--- config.mk ---
export PLATFORM = sky130hd
export DESIGN_NAME = shell_line_tokenizer_top
export DESIGN_NICKNAME = d
export VERILOG_FILES = /design/src/rtl/slt_pkg.sv /design/src/rtl/shell_line_tokenizer_top.sv
export SDC_FILE = /design/constraint.sdc
export NUM_CORES = 1
export LEC_CHECK = 0
export BUFFER_PORTS_ARGS = -buffer_cell sky130_fd_sc_hd__buf_2
export CAP_MARGIN = 40
export CORE_UTILIZATION = 35
export CTS_CLUSTER_SIZE = 40
export DETAILED_ROUTE_END_ITERATION = 8
export PLACE_DENSITY = 0.59
export SLEW_MARGIN = 20
export SYNTH_ARGS = -nofsm -noshare
export SYNTH_HDL_FRONTEND = slang
export SYNTH_SLANG_ARGS = --single-unit
--- constraint.sdc ---
create_clock -name clk -period 4.6 [get_ports clk]
set_input_delay 1.38 -clock clk [delete_from_list [all_inputs] [get_ports clk]]
set_output_delay 1.38 -clock clk [all_outputs]
set_load 0.01 [all_outputs]
--- src/rtl/slt_pkg.sv ---
// Package for the shell line tokenizer: result type, codes and byte classifiers.
package slt_pkg;

	localparam int MaxResults = 3;

	typedef enum logic [1:0] {
		KIND_BYTE = 2'd0,
		KIND_END  = 2'd1,
		KIND_OP   = 2'd2
	} kind_t;

	typedef enum logic [1:0] {
		SM_IDLE  = 2'd0,
		SM_WORD  = 2'd1,
		SM_QUOTE = 2'd2
	} scan_t;

	// pending doubling operator
	typedef enum logic [2:0] {
		PO_NONE = 3'd0,
		PO_LT   = 3'd1,
		PO_GT   = 3'd2,
		PO_BAR  = 3'd3,
		PO_AMP  = 3'd4
	} pend_t;

	localparam logic [3:0] OP_CARET = 4'd8;
	localparam logic [3:0] OP_LPAR  = 4'd9;
	localparam logic [3:0] OP_RPAR  = 4'd10;

	localparam logic [1:0] QT_SINGLE = 2'd0;
	localparam logic [1:0] QT_DOUBLE = 2'd1;
	localparam logic [1:0] QT_BACK   = 2'd2;

	typedef struct packed {
		kind_t      kind;
		logic [7:0] byte_value;
		logic [3:0] op_code;
		logic       first_byte;
		logic       quoted;
	} res_t;

	function automatic res_t mk_res(kind_t k, logic [7:0] b, logic [3:0] op, logic f,
			logic q);
		res_t r;
		r.kind       = k;
		r.byte_value = b;
		r.op_code    = op;
		r.first_byte = f;
		r.quoted     = q;
		return r;
	endfunction

	function automatic pend_t dbl_index(logic [7:0] c);
		pend_t p;
		unique case (c)
			8'h3C:   p = PO_LT;
			8'h3E:   p = PO_GT;
			8'h7C:   p = PO_BAR;
			8'h26:   p = PO_AMP;
			default: p = PO_NONE;
		endcase
		return p;
	endfunction

	function automatic logic [7:0] dbl_char(pend_t p);
		logic [7:0] c;
		unique case (p)
			PO_LT:   c = 8'h3C;
			PO_GT:   c = 8'h3E;
			PO_BAR:  c = 8'h7C;
			PO_AMP:  c = 8'h26;
			default: c = 8'h00;
		endcase
		return c;
	endfunction

	// single operator code of a pending operator; double code is this plus one
	function automatic logic [3:0] pend_code(pend_t p);
		logic [3:0] base;
		base = {1'b0, p} - 4'd1;
		return {base[2:0], 1'b0};
	endfunction

	function automatic logic is_solo(logic [7:0] c);
		return c == 8'h5E || c == 8'h28 || c == 8'h29;
	endfunction

	function automatic logic [3:0] solo_code(logic [7:0] c);
		logic [3:0] op;
		unique case (c)
			8'h5E:   op = OP_CARET;
			8'h28:   op = OP_LPAR;
			default: op = OP_RPAR;
		endcase
		return op;
	endfunction

	function automatic logic is_sep(logic [7:0] c);
		return c == 8'h20 || c == 8'h09 || c == 8'h0A;
	endfunction

	function automatic logic is_quote(logic [7:0] c);
		return c == 8'h27 || c == 8'h22 || c == 8'h60;
	endfunction

	function automatic logic [1:0] quote_idx(logic [7:0] c);
		logic [1:0] q;
		unique case (c)
			8'h27:   q = QT_SINGLE;
			8'h22:   q = QT_DOUBLE;
			default: q = QT_BACK;
		endcase
		return q;
	endfunction

	function automatic logic [7:0] quote_char(logic [1:0] q);
		logic [7:0] c;
		unique case (q)
			QT_SINGLE: c = 8'h27;
			QT_DOUBLE: c = 8'h22;
			QT_BACK:   c = 8'h60;
			default:   c = 8'h00;
		endcase
		return c;
	endfunction

endpackage

--- src/rtl/shell_line_tokenizer_top.sv ---
// Shell line tokenizer: byte stream in, token events out.
//
// Input channel (in_valid/in_ready, ch, line_end) takes one byte of a command
// line per transfer. Output channel (out_valid/out_ready, kind, byte_value,
// op_code, first_byte, quoted, last_result) gives token events one per transfer.
// Each input byte yields zero to three events; last_result marks the final one.
// Events of a byte are decoded in the cycle of its transfer and land in a
// three-entry result register, so the first event is valid the next cycle.
// A byte with k events holds the result register for k output transfers; the
// input is ready again in the cycle the last of them goes out, so bytes that
// yield at most one event stream at one per cycle. Bytes with no event leave
// the result register empty and the next byte is taken right away.
// Scanner state (mode, open quote, pending operator) updates on each input
// transfer. If the receiver stalls, the current event holds and the input
// stalls once the result register cannot drain in that cycle.
// Reset clears the scanner to between tokens and empties the result register.
module shell_line_tokenizer_top (
	input  logic                clk,
	input  logic                arst_n,
	input  logic                in_valid,
	output logic                in_ready,
	input  logic [7:0]          ch,
	input  logic                line_end,
	output logic                out_valid,
	input  logic                out_ready,
	output logic [1:0]          kind,
	output logic [7:0]          byte_value,
	output logic [3:0]          op_code,
	output logic                first_byte,
	output logic                quoted,
	output logic                last_result
);
	import slt_pkg::*;

	// scanner state
	scan_t      scan_q;
	logic [1:0] quote_q;
	pend_t      pend_q;
	logic       has_bytes_q;

	// result register: up to three events, drained from rd_q
	res_t       res_q [MaxResults];
	logic [1:0] cnt_q;
	logic [1:0] rd_q;

	// decode results
	scan_t      scan_d;
	logic [1:0] quote_d;
	pend_t      pend_d;
	logic       has_bytes_d;
	res_t       res_d [MaxResults];
	logic [1:0] n_d;

	logic in_fire, out_fire;
	res_t cur;

	assign out_valid = cnt_q != 2'd0;
	assign in_ready  = (cnt_q == 2'd0) || (cnt_q == 2'd1 && out_ready);
	assign in_fire   = in_valid && in_ready;
	assign out_fire  = out_valid && out_ready;

	// single-pass decode of one byte against the current state
	always_comb begin
		logic consumed;
		logic le;
		pend_t d;
		scan_d      = scan_q;
		quote_d     = quote_q;
		pend_d      = pend_q;
		has_bytes_d = has_bytes_q;
		n_d         = 2'd0;
		consumed    = 1'b0;
		le          = line_end;
		d           = dbl_index(ch);
		for (int i = 0; i < MaxResults; i++) begin
			res_d[i] = mk_res(KIND_BYTE, 8'd0, 4'd0, 1'b0, 1'b0);
		end

		// pending operator: double it or flush it as single
		if (pend_q != PO_NONE) begin
			if (ch == dbl_char(pend_q)) begin
				res_d[n_d] = mk_res(KIND_OP, 8'd0, pend_code(pend_q) + 4'd1, 1'b0, 1'b0);
				consumed   = 1'b1;
			end else begin
				res_d[n_d] = mk_res(KIND_OP, 8'd0, pend_code(pend_q), 1'b0, 1'b0);
			end
			n_d    = n_d + 2'd1;
			pend_d = PO_NONE;
		end

		// zero byte ends the line
		if (!consumed && ch == 8'd0) begin
			if (scan_d == SM_WORD || scan_d == SM_QUOTE) begin
				res_d[n_d] = mk_res(KIND_END, 8'd0, 4'd0, 1'b0, scan_d == SM_QUOTE);
				n_d        = n_d + 2'd1;
			end
			scan_d      = SM_IDLE;
			has_bytes_d = 1'b0;
			le          = 1'b0;
			consumed    = 1'b1;
		end

		if (!consumed) begin
			unique case (scan_q)
				SM_QUOTE: begin
					if (ch == quote_char(quote_q)) begin
						res_d[n_d]  = mk_res(KIND_END, 8'd0, 4'd0, 1'b0, 1'b1);
						n_d         = n_d + 2'd1;
						scan_d      = SM_IDLE;
						has_bytes_d = 1'b0;
					end else begin
						res_d[n_d]  = mk_res(KIND_BYTE, ch, 4'd0, !has_bytes_q, 1'b1);
						n_d         = n_d + 2'd1;
						has_bytes_d = 1'b1;
					end
				end
				SM_WORD: begin
					if (is_sep(ch) || d != PO_NONE || is_solo(ch)) begin
						res_d[n_d]  = mk_res(KIND_END, 8'd0, 4'd0, 1'b0, 1'b0);
						n_d         = n_d + 2'd1;
						scan_d      = SM_IDLE;
						has_bytes_d = 1'b0;
						if (d != PO_NONE) begin
							pend_d = d;
						end else if (is_solo(ch)) begin
							res_d[n_d] = mk_res(KIND_OP, 8'd0, solo_code(ch), 1'b0, 1'b0);
							n_d        = n_d + 2'd1;
						end
					end else begin
						res_d[n_d]  = mk_res(KIND_BYTE, ch, 4'd0, 1'b0, 1'b0);
						n_d         = n_d + 2'd1;
						has_bytes_d = 1'b1;
					end
				end
				default: begin
					scan_d = SM_IDLE;
					if (is_sep(ch)) begin
						scan_d = SM_IDLE;
					end else if (d != PO_NONE) begin
						pend_d = d;
					end else if (is_solo(ch)) begin
						res_d[n_d] = mk_res(KIND_OP, 8'd0, solo_code(ch), 1'b0, 1'b0);
						n_d        = n_d + 2'd1;
					end else if (is_quote(ch)) begin
						scan_d      = SM_QUOTE;
						quote_d     = quote_idx(ch);
						has_bytes_d = 1'b0;
					end else begin
						scan_d      = SM_WORD;
						res_d[n_d]  = mk_res(KIND_BYTE, ch, 4'd0, 1'b1, 1'b0);
						n_d         = n_d + 2'd1;
						has_bytes_d = 1'b1;
					end
				end
			endcase
		end

		// line end: flush pending operator, close open token
		if (le) begin
			if (pend_d != PO_NONE) begin
				res_d[n_d] = mk_res(KIND_OP, 8'd0, pend_code(pend_d), 1'b0, 1'b0);
				n_d        = n_d + 2'd1;
			end
			pend_d = PO_NONE;
			if (scan_d == SM_WORD || scan_d == SM_QUOTE) begin
				res_d[n_d] = mk_res(KIND_END, 8'd0, 4'd0, 1'b0, scan_d == SM_QUOTE);
				n_d        = n_d + 2'd1;
			end
			scan_d      = SM_IDLE;
			has_bytes_d = 1'b0;
		end
	end

	// control state
	always_ff @(posedge clk or negedge arst_n) begin
		if (!arst_n) begin
			scan_q      <= SM_IDLE;
			quote_q     <= QT_SINGLE;
			pend_q      <= PO_NONE;
			has_bytes_q <= 1'b0;
			cnt_q       <= 2'd0;
			rd_q        <= 2'd0;
		end else begin
			if (in_fire) begin
				scan_q      <= scan_d;
				quote_q     <= quote_d;
				pend_q      <= pend_d;
				has_bytes_q <= has_bytes_d;
				cnt_q       <= n_d;
				rd_q        <= 2'd0;
			end else if (out_fire) begin
				cnt_q <= cnt_q - 2'd1;
				rd_q  <= rd_q + 2'd1;
			end
		end
	end

	// result payload
	always_ff @(posedge clk) begin
		if (in_fire) begin
			for (int i = 0; i < MaxResults; i++) begin
				res_q[i] <= res_d[i];
			end
		end
	end

	assign cur         = res_q[rd_q];
	assign kind        = cur.kind;
	assign byte_value  = cur.byte_value;
	assign op_code     = cur.op_code;
	assign first_byte  = cur.first_byte;
	assign quoted      = cur.quoted;
	assign last_result = cnt_q == 2'd1;

`ifndef SYNTHESIS
	// the drain pointer never runs past the filled entries
	a_rd_bound: assert property (@(posedge clk) disable iff (!arst_n)
		out_valid |-> ({1'b0, rd_q} + {1'b0, cnt_q}) <= 3'd3)
		else $error("result pointer overrun");

	// a new byte is taken only when the last buffered event leaves
	a_no_overwrite: assert property (@(posedge clk) disable iff (!arst_n)
		(in_fire && out_valid) |-> (cnt_q == 2'd1 && out_ready))
		else $error("result register overwritten");

	// a pending operator only exists between tokens
	a_pend_idle: assert property (@(posedge clk) disable iff (!arst_n)
		(pend_q != PO_NONE) |-> (scan_q == SM_IDLE))
		else $error("pending operator inside a token");

	// a transfer of a non-final event leaves another behind
	a_drain: assert property (@(posedge clk) disable iff (!arst_n)
		(out_fire && !last_result && !in_fire) |=> out_valid)
		else $error("events lost");
`endif

endmodule

==> results of run 1 <==
==> Yosys cell counts (5+ instances only) <==
library cell | count | area share (%)
sky130_fd_sc_hd__o21ai_1 | 10 | 1.1
sky130_fd_sc_hd__nand3_1 | 12 | 1.3
sky130_fd_sc_hd__nor3b_1 | 5 | 0.82
sky130_fd_sc_hd__o22ai_1 | 5 | 0.69
sky130_fd_sc_hd__nor2_1 | 32 | 2.6
sky130_fd_sc_hd__nor3_1 | 16 | 1.8
sky130_fd_sc_hd__and2_1 | 25 | 3.4
sky130_fd_sc_hd__nand2b_1 | 10 | 1.4
sky130_fd_sc_hd__a21oi_1 | 15 | 1.6
sky130_fd_sc_hd__buf_2 | 10 | 1.1
sky130_fd_sc_hd__clkbuf_1 | 11 | 0.91
sky130_fd_sc_hd__o21ai_0 | 28 | 3.1
sky130_fd_sc_hd__inv_1 | 13 | 1.1
sky130_fd_sc_hd__nand2_1 | 50 | 4.1
sky130_fd_sc_hd__dfrtp_1 | 12 | 6.6
sky130_fd_sc_hd__ha_1 | 20 | 5.5
sky130_fd_sc_hd__nor2b_1 | 8 | 1.1
sky130_fd_sc_hd__edfxtp_1 | 48 | 32
sky130_fd_sc_hd__mux2i_1 | 18 | 3.9
==> timing repair <==
item,in CTS,in global routing
gates resized for setup,24,36
endpoints found under the setup margin,30,41
buffers inserted,7,8
pin swaps,17,20
hold buffers,0,0
==> area by class of cell <==
| cell class | count | area share [%] |
|---|---|---|
| Tap cell | 172 | 3.478 |
| Clock inverter | 5 | 0.4651 |
| Multi-Input combinational cell | 366 | 46.07 |
| Sequential cell | 60 | 28.15 |
| Timing Repair Buffer | 143 | 16.99 |
| Inverter | 18 | 1.092 |
| Clock buffer | 11 | 3.761 |
==> metrics by stage <==
step	hold slack [ps]	setup TNS (ps)	util, %	setup slack, ps
after global placement	535.4	-19090	43.61	-573.1
final	564.2	-973.6	48.83	-82.77
after floorplan	495.2	-6794	-	-296.1
after CTS	565.4	-138.2	47.04	-36.31
after global routing	604.2	-4865	48.83	-241.3
after detailed placement	553.0	-19960	43.84	-602.0
==> registers in the layout, indices dropped and copies added (netlist names) <==
signal	count
quote_q	2
scan_q	2
cnt_q	2
rd_q	2
pend_q	3
has_bytes_q	1
res_q	48
==> power groups by stage <==
stage | registers, uW | logic, uW | clock network (uW)
after floorplan | 820 | 924 | 0
after global placement | 897 | 1340 | 0
after detailed placement | 851 | 1420 | 0
after CTS | 841 | 1460 | 595
after global routing | 857 | 1710 | 620
final | 840 | 1550 | 585
==> final timing paths <==
check	startpoint	end	slack, ps	depth (start not counted)
worst min register to register	quote_q[0]$_DFFE_PN0P_	quote_q[0]$_DFFE_PN0P_	560	1
min in group asynchronous	arst_n	rd_q[0]$_DFFE_PN0P_	940	1
worst min-delay path	quote_q[0]$_DFFE_PN0P_	quote_q[0]$_DFFE_PN0P_	560	1
worst max register to register	pend_q[1]$_DFFE_PN0P_	res_q[2][9]$_DFFE_PP_	410	17
max in group asynchronous	arst_n	rd_q[1]$_DFFE_PN0P_	3400	1
worst max-delay path	ch[5]	res_q[2][9]$_DFFE_PP_	-80	18
==> worst max-delay path, cell delays in order <==
cell and delay [ps]:
sky130_fd_sc_hd__buf_8 100, sky130_fd_sc_hd__or4_4 540, sky130_fd_sc_hd__o22a_4 220, sky130_fd_sc_hd__o31ai_4 290, sky130_fd_sc_hd__ha_4 250, sky130_fd_sc_hd__o21ai_2 130, sky130_fd_sc_hd__o311ai_2 130, sky130_fd_sc_hd__a21oi_2 190
sky130_fd_sc_hd__nor2_2 70, sky130_fd_sc_hd__ha_4 270, sky130_fd_sc_hd__inv_2 40, sky130_fd_sc_hd__o22a_1 230, sky130_fd_sc_hd__ha_2 190, sky130_fd_sc_hd__nor2b_4 120, sky130_fd_sc_hd__nor2_2 130, sky130_fd_sc_hd__o211ai_1 160
sky130_fd_sc_hd__nor2b_2 280, sky130_fd_sc_hd__and2_1 170
==> routing by layer <==
layer  global-route usage, %  up-vias  share of wire, %
li1                        -     1994                 -
met1                   28.71     1969                47
met2                   33.37      102                47
met3                   3.321       28               4.3
met4                   8.376        0               2.3
met5                       0        -                 0
==> cells by family after synthesis <==
| logic type | Yosys count |
|---|---|
| and+or+nand+nor | 195 |
| DFF | 60 |
| muxes | 20 |
| buffers and inverters | 49 |
| AOI/OAI and AO/OA | 123 |
| xor gates and xnor gates | 8 |
| adders and majority gates | 20 |
==> results.txt, run 1 <==
Of all flip-flops after synthesis, the portion carrying an async set or reset was 20.00%. The worst hold path belongs to the class register to register. In this run the power density over the cells is 480.7 nW/um2. The hold violation total from the final report is 0, and the worst-case headroom to the max-slew limit is 57.76%. The number of global-route vias before repair is 3,902, and the count of final setup violators is 17. Once placement finished, the instance area stood at 5555 um2. The detail-routed net length per standard cell is 17.19 um, and the initial DRC count is 325. Between clock sinks in the finished design, the worst skew comes to 11.70 ps. The design internal power was 1826 uW; the clock-pin transition on the worst setup and hold timing paths was 50 ps. The run gives 0 as the max-slew violation count. In the routed design, unresolved DRC markers number 0. The final reports fail on negative setup slack. The area growth from synthesis to layout is 35.63%.

Of the total synthesized cell area, the portion taken by AND, OR, NAND and NOR gates is 23.75%. The number of antenna diodes in the final layout is 0. For this design, the sink count on the clock tree is 60. The flow ran to the end, but the final reports show violations. For this design the top-level I/O count stands at 32. Synthesis handed over a netlist of 475 instances. In the layout the commonest cells are sky130_fd_sc_hd__buf_4 (107), sky130_fd_sc_hd__edfxtp_1 (48), sky130_fd_sc_hd__nand2_1 (47). The capturing element type of the critical path was a register. For this block, the via count after detailed routing is 4,093.

Routability-driven placement finished with a final weighted congestion of 0.9990. TritonCTS created 9 clock buffers. The run gives 10,280 um as the final HPWL from detailed placement. Yosys mapped the design onto 89 distinct sky130hd cell types. For the CTS H-tree depth, the log shows 3.

The maximum frequency from static timing analysis is 0.2135 GHz, and the adder-cell share of the synthesized area is 5.485%. Net switching is 38.61% of the power. Registers are responsible for 28.3% of the overall power. The dominant combinational cell family by area after synthesis was simple AND/OR/NAND/NOR gates.

The insertion delay of the later-clocked pin in the worst-skew pair was 330 ps. After synthesis, the mean cell area works out to 9.604 um2. The overall die width was 116.2 um; the count of input and output buffers was 31. Dividing the detail-routed via count by the number of cells gives 5.281. The floorplan step defined a die boundary enclosing 13,490 um2. The first global-routing pass estimated 21,160 um of wire.

The share of total power dissipated in combinational logic is 52.1%. The run gives 36.00% as the initial core utilization. For the post-synthesis net count, the log shows 508. TritonCTS built the clock tree. The commonest register cell after synthesis was sky130_fd_sc_hd__edfxtp_1. The largest fanout of any net on the critical path was 7; the clock period minus final worst setup slack was 4683 ps. Sequential cells were found to cover 38.18% of the synthesized design area. The worst setup path is launched from a primary input.

The number of placed cells counting well taps is 744, and the non-filler instance count after layout is 775. The synthesized netlist devotes 1.865% of its cell area to XOR and XNOR gates. The critical path is of the primary input to register type. Of the available clock period, the critical path in the final layout requires 101.8%. The run gives 0.002473 uW as the leakage power.

For the pin with the worst max-slew slack, the measured transition is 629.7 ps. The logs give 223.3 uV for the worst ir drop on vdd and 4562 um2 for the combined area of all synthesized cells. The tools report the proportion of power drawn by the clock network as 19.7%. Of the post-synthesis cell area, the part taken by muxes is 4.443%. Largest net degree at the start of global routing: 51.

Overall power consumption after layout is estimated at 2974 uW. The yosys synthesis warning count is 0, and the first-pass detailed-route iteration total is 5. In this run the vertical extent of the chip is 116.2 um. Data on the critical path arrives at its endpoint at 4880 ps.

Summing all non-filler instances in the final layout gives an area of 6187 um2. The synthesized design contains 60 register bits. The switching power summed over all nets is 1148 uW, and the aggregate global-route resource usage is 21.02%. STA puts the critical path data required time at 4790 ps. For this block, the routed nets add up to 13,320 um of wire. Row generation in the floorplan step produced 41 rows. The post-route netlist has 40.46% of its cells at a drive strength greater than 1. The library cell used most frequently in the layout, excluding fill and tap cells, is sky130_fd_sc_hd__buf_4. Summing all flip-flop and latch instances after layout gives 1742 um2. The number of nets in the layout was 631; the number of filler cells placed in the layout was 1,193. The tools report the area of the placeable core as 12,670 um2. The tools report the cell at the root of the clock tree as sky130_fd_sc_hd__clkbuf_16. The antenna violation net count after detailed routing was 0. The number of enable-type register cells in the synthesized netlist works out to 48. No sink is reached through more buffers than the 2 on the longest clock path. Setup repair after global routing could not meet its margin everywhere. Global routing finished with a remaining overflow of 0. The synthesized netlist devotes 20.98% of its cell area to compound gates.

Across the run, the number of max-cap violations was 0. The worst setup margin is -82.77 ps. The initial antenna violation count is 0, and the area of the multi-input gates is 2850 um2.
No activity file was read; power rests on OpenSTA's default activity.
==> run 2: changes to the inputs <==
Settings changed: BUFFER_PORTS_ARGS -buffer_cell sky130_fd_sc_hd__buf_2 to -buffer_cell sky130_fd_sc_hd__buf_4.
==> results.txt, run 2 (synthesis gave the netlist of run 1 again) <==
The flow ran to the end, but the final reports show violations. The final reports fail on negative setup slack. At the pin with the least slew margin, the transition time is 640.9 ps. The class of the tightest hold or removal check was register to register.

The largest fanout of any net on the critical path works out to 7. The die is 116.2 um wide. The worst-case headroom to the max-slew limit is 57.02%. Antenna diode instance count: 0. Leaving out fill and tap cells, the most frequent cells in the layout are sky130_fd_sc_hd__buf_4 (128), sky130_fd_sc_hd__nand2_1 (48), sky130_fd_sc_hd__edfxtp_1 (48).

The proportion of layout cells with a drive suffix above 1 works out to 40.20%. TritonCTS built the clock tree. The number of global-route vias before repair was 3,961. The first global-routing pass estimated 21,490 um of wire. Clock skew on the completed layout was measured at 8.040 ps. The logs give 1,185 for the number of filler cells placed in the layout and 0 for the number of maximum-capacitance violations.

Counting I/O delays and the setup requirement, the final critical path takes 4681 ps. Buffers placed on the I/O ports in this run total 31. The run gives 1158 uW as the switching power summed over all nets.

The total clock buffers created by CTS came out at 9. The logs give 13,360 um for the total wire length and 0 for the initial antenna violation count. The logs give 292 for the initial DRC count and 26.6% for the share of total power in sequential cells. The number of flip-flops in the largest register is 48, and the final worst-path cycle share is 101.8%. At the end of routability-driven placement, the weighted congestion stood at 0.9504. The cell at the root of the clock tree is sky130_fd_sc_hd__clkbuf_16. Share of the core filled with cells: 49.54%. The tools report the total congestion overflow after global routing as 0.

The initial core utilization was 36.00%. The clock net in this run drives a total of 60 sinks. In the routed layout, each cell is associated on average with a via count of 5.228.

Summed over all cells, the static leakage comes to 0.002514 uW. The floorplan step set the die height to 116.2 um. The number of nets in the layout is 625, and the number of buffers between clock root and the deepest sink is 2. In the final layout, the registers with the most flip-flops are res_q: 48 flops, pend_q: 3 flops. The tools report the overall via count from detail_route as 4,020. The critical path class is primary input to register.

Setup repair after global routing could not meet its margin everywhere. The placement-stage worst setup slack was -567.5 ps; the area of all sequential standard cells was 1742 um2. At the worst endpoint, the required time is 4800 ps.

Static timing analysis puts the maximum clock frequency at 0.2136 GHz. The tools report the area of the multi-input gates as 2840 um2. Hold violation total from the final report: 0.

The register with the most flip-flops is res_q. Setup violations remaining at the end of the flow were counted as 24. The I/O pin count is 32, and the largest net degree at the start of global routing is 31.

The run gives 0 as the max-slew violation count. The post-route setup TNS is -1128 ps, and the detail-routed net length per standard cell is 17.37 um. STA classifies the critical path endpoint as a register.

The run gives 21.31% as the aggregate global-route resource usage. Area of the placeable core: 12,670 um2. For the antenna violation net count after detailed routing, the log shows 0. The tools report the worst setup margin as -81.46 ps.

The proportion of power drawn by the clock network was 23.1%. The later pin in the worst-skew pair is clocked with a latency of 330 ps. The run gives 10,320 um as the final HPWL from detailed placement. The first-pass detailed-route iteration total was 5; the number of buffers inserted for hold repair after clock tree synthesis was 0. The library cell used most frequently in the layout, excluding fill and tap cells, is sky130_fd_sc_hd__buf_4.

The setup slack of the most critical reg-to-reg path came out at 370 ps. Net switching is 36.65% of the power. The final routed DRC violation total was 0; the ratio of total power to cell area was 503.2 nW/um2. The worst ir drop on vdd is 209.7 uV.

Combinational logic burns 50.4% of the power. The startpoint type of the worst setup path was a primary input. Data arrival time at the worst-slack endpoint: 4880 ps.

Row generation in the floorplan step produced 41 rows. After clock tree synthesis, the clock-pin slew on the worst setup and hold paths is 50 ps. The area growth from synthesis to layout is 37.60%. The area of the die is 13,490 um2. The H-tree was split into 3 levels. Cell internal power was estimated by the tool at 2001 uW.
[run 2: cell types whose count changed in the layout (fill, tap and decap cells not counted), moves of 3 or more]
cell,before,now
sky130_fd_sc_hd__nor3_1,15,12
sky130_fd_sc_hd__o21ai_1,7,10
sky130_fd_sc_hd__buf_4,107,128
sky130_fd_sc_hd__buf_2,27,0
[run 2: layout make-up]
class | count | area share, %
Inverter | 18 | 1.076
Clock inverter | 4 | 1.156
Timing Repair Buffer | 137 | 17.26
Multi-Input combinational cell | 366 | 45.25
Tap cell | 172 | 3.428
Clock buffer | 12 | 4.086
Sequential cell | 60 | 27.75
[run 2: worst max-delay path: stages]
cell                       delay (ps)
sky130_fd_sc_hd__buf_8            110
sky130_fd_sc_hd__or4_4            540
sky130_fd_sc_hd__o22a_4           210
sky130_fd_sc_hd__o31ai_4          270
sky130_fd_sc_hd__ha_4             250
sky130_fd_sc_hd__o21ai_2          160
sky130_fd_sc_hd__o311ai_2         130
sky130_fd_sc_hd__a21oi_2          210
sky130_fd_sc_hd__nor2_2            90
sky130_fd_sc_hd__ha_4             280
sky130_fd_sc_hd__inv_2             40
sky130_fd_sc_hd__o22a_1           220
sky130_fd_sc_hd__ha_2             190
sky130_fd_sc_hd__nor2b_4          130
sky130_fd_sc_hd__nor2_4            80
sky130_fd_sc_hd__o211ai_1         130
sky130_fd_sc_hd__nor2b_2          270
sky130_fd_sc_hd__and2_4           190
[run 2: power groups by stage]
stage               Sequential [uW]  Combinational (uW)  Clock [uW]
floorplan                       820                 924           0
global placement                896                1380           0
detailed placement              852                1460           0
CTS                             842                1510         739
global route                    856                1740         765
finish                          839                1590         728
[run 2: per-layer routing]
metal	vias to the layer above	part of all wire, %	GRT usage (%)	routed length, um
met3	14	4.1	2.906	542
met5	-	0	0	0
met2	84	48	34.68	6469
met4	0	1.7	7.179	233
met1	1935	46	29.18	6112
li1	1987	-	-	-
[run 2: final timing paths]
kind                                        start                     end  cells past startpoint
setup / recovery                            ch[5]   res_q[2][6]$_DFFE_PP_                     18
hold / removal             quote_q[0]$_DFFE_PN0P_  quote_q[0]$_DFFE_PN0P_                      1
setup reg to reg            pend_q[0]$_DFFE_PN0P_   res_q[2][6]$_DFFE_PP_                     18
hold reg to reg            quote_q[0]$_DFFE_PN0P_  quote_q[0]$_DFFE_PN0P_                      1
max in group asynchronous                  arst_n   pend_q[1]$_DFFE_PN0P_                      1
min in group asynchronous                  arst_n    cnt_q[1]$_DFFE_PN0P_                      1
[run 2: what timing repair did]
action,in CTS,in global routing
gates resized for setup,18,36
endpoints found under the setup margin,34,44
pin swaps,19,20
endpoints found under the hold margin,0,0
setup buffers,8,5
[run 2: per-stage QoR]
step | instances | hold slack [ps] | area [um2] | power [uW]
6_report | 769 | 566.0 | 6277 | 3159
5_1_grt | 769 | 587.1 | 6277 | 3363
4_1_cts | 765 | 567.4 | 6087 | 3094
3_5_place_dp | 741 | 553.0 | 5623 | 2311
3_3_place_gp | 739 | 537.1 | 5593 | 2278
2_1_floorplan | 475 | 495.2 | 4633 | 1744
==> run 3: changes to the inputs <==
Settings changed: CORE_UTILIZATION 35 to 25, PLACE_DENSITY 0.59 to 0.47, TNS_END_PERCENT set to 50.
==> results.txt, run 3 (synthesis gave the netlist of run 1 again) <==
The flow ran to the end, but the final reports show violations. The final reports fail on negative setup slack. The class of the tightest hold or removal check is register to register.

For the number of maximum-capacitance violations, the log shows 0. After global routing, the most crowded layer is met2. Timing would allow up to 0.2130 GHz. The tools report the total clock buffers created by CTS as 9.

STA puts the critical path data required time at 4670 ps. The initial utilization of the core area, before any placement, comes to 25.48%. The capturing element type of the critical path was a register. In this run the standard cell core region covers 17,900 um2. The kind of cell adding the most delay to the critical path is compound AO/OA/AOI/OAI gates. The final layout contains routed wiring with a total length of 14,170 um. The worst ir drop on vdd is 210.5 uV.

The sequential cells in the finished layout cover a total of 1742 um2. The wire length of the first global-routing pass was 22,580 um. In this run the power density over the cells is 486.0 nW/um2. During I/O placement, the number of pins put on the boundary was 32. In this run the tightest slew margin relative to its limit is 54.18%. During placement, the flow inserted port buffers numbering 31. Entering global routing, the biggest net connects 50 pins.

The startpoint type of the worst setup path was a primary input. Number of global-route vias before repair: 4,024. The signal on the critical path passes through buf_4 > buf_4 > nor2b_1 > nor4b_4 > o21a_1 > buf_4 > buf_4 > o32a_1 > o21ai_1 > nand2_1 > a21o_1 > ha_1 > nand2b_4 > a21oi_4 > nor3_2 > or3_4. The number of vias per cell after detailed routing was 4.894; the max-slew violation count was 0.

Summing over every cut layer, the via total after detailed routing is 4,126. The floorplan step defined a die boundary enclosing 18,790 um2. The detailed router finished its first iteration with 284 violations. Global routing consumed, on the met3 layer, 3.111% of the routing resources.

The count of nets left with antenna violations once routing finished came out at 0. Row generation in the floorplan step produced 49 rows. The clock arrives with 8.585 ps of skew. The die is 137.1 um tall. Number of buffer and inverter instances along the worst setup path: 4. The register with the most flip-flops is res_q. The tools report the post-layout instance area as 6444 um2. The count of final setup violators was 20; the detail-routed net length per standard cell was 16.81 um. Worst-path cell with the longest stage delay: sky130_fd_sc_hd__ha_1.

After global routing the overflow that remains totals 0. The multi-input combinational cells in the finished layout cover a total of 2824 um2. The critical path class was primary input to register. Clock tree synthesis found a total of 60 sinks. TritonCTS built the clock tree. The register with the most flip-flops in the layout has 48 of them. The clock period minus final worst setup slack is 4695 ps. The design draws 3131 uW. The logs give 2 for the number of buffers between clock root and the deepest sink and 22.39% for the met1 layer usage reported by global route.

Leaving out fill and tap cells, the most frequent cell in the layout is sky130_fd_sc_hd__buf_4. Leaving out fill and tap cells, the most frequent cells in the layout are sky130_fd_sc_hd__buf_4 (143), sky130_fd_sc_hd__nand2_1 (49), sky130_fd_sc_hd__edfxtp_1 (48). Cells with a size suffix above 1 make up 40.72% of the layout.

The die is 137.1 um wide. The logs give 11,250 um for the final HPWL from detailed placement and 0 for the final routed DRC violation total. Largest fanout of any net on the critical path: 9.

After clock tree synthesis, the clock-pin slew on the worst setup and hold paths is 50 ps. Global routing consumed, on the met2 layer, 24.33% of the routing resources. Worst setup margin: -94.89 ps. The number of buffers inserted for hold repair after clock tree synthesis came out at 0. The number of nets in the layout was 642. The number of filler cells placed in the layout was 1,874.

At the pin with the least slew margin, the transition time is 687.2 ps. The first detailed-routing pass ran for 5 iterations. The tools report the leakage power as 0.002576 uW. For the worst-skew pair, the clock arrives at the later sink with an insertion delay of 330 ps. Of the available clock period, the critical path in the final layout requires 102.1%.

On the final layout, the worst hold slack is 557.0 ps. In this design, the stage delay of the slowest critical-path cell is 400 ps. Once placement finished, the instance area stood at 5819 um2. The largest registers in the layout are res_q: 48 flops, pend_q: 3 flops. At the end of routability-driven placement, the weighted congestion stood at 0.8784. Cells fill 35.99% of the core in the end.

Setup repair after global routing could not meet its margin everywhere. The hold violation total from the final report was 0. The number of antenna diodes in the final layout is 0. The logs give 4760 ps for the data arrival time at the worst-slack endpoint and 3 for the CTS H-tree depth.

Global routing consumed, over all layers together, 16.01% of the routing resources. The initial antenna violation count is 0. Layout-stage area growth over the synthesis result: 41.25%.

The cell repeated most along the worst path is sky130_fd_sc_hd__buf_4. Cell at the root of the clock tree: sky130_fd_sc_hd__clkbuf_16.
[run 3: path summary, 6_finish.rpt]
path                                           to  cells after the start  slack (ps)              startpoint
max                         res_q[0][5]$_DFFE_PP_                     16         -90                   ch[2]
min                        quote_q[0]$_DFFE_PN0P_                      1         560  quote_q[0]$_DFFE_PN0P_
max reg2reg                res_q[2][12]$_DFFE_PP_                     18         320   pend_q[1]$_DFFE_PN0P_
min reg2reg                quote_q[0]$_DFFE_PN0P_                      1         560  quote_q[0]$_DFFE_PN0P_
max in group asynchronous   scan_q[1]$_DFFE_PN0P_                      1        3530                  arst_n
min in group asynchronous     rd_q[0]$_DFFE_PN0P_                      1         890                  arst_n
[run 3: per-stage QoR]
step	setup WS [ps]	setup TNS [ps]	cells
after floorplan	-296.1	-6853	475
after global placement	-709.7	-26680	811
after detailed placement	-743.9	-28870	813
after CTS	-133.8	-1646	839
after global routing	-213.9	-4462	843
final	-94.89	-843.5	843
[run 3: report_power, final]
| part | switching [uW] | total (uW) | internal, uW |
|---|---|---|---|
| logic | 873 | 1630 | 755 |
| clock network | 241 | 660 | 418 |
| registers | 72.0 | 844 | 772 |
| total | 1190 | 3130 | 1950 |
[run 3: cell type report]
cell class | instances | share of cell area (%)
inverter | 18 | 1.049
timing repair buffer | 154 | 19.09
tap | 229 | 4.447
sequential | 60 | 27.03
clock buffer | 10 | 3.553
clock inverter | 6 | 1.010
multi-input combinational | 366 | 43.83
[run 3: metal layers]
metal	share of wire [%]	up-vias
li1	-	2022
met1	49	1986
met2	45	99
met3	3.7	19
met4	1.9	0
met5	0	-
[run 3: repair_timing]
item                                    in CTS  in global routing
buffers inserted                            10                  5
pin swaps                                   17                 25
endpoints found under the setup margin      44                 48
resized for setup                           28                 21
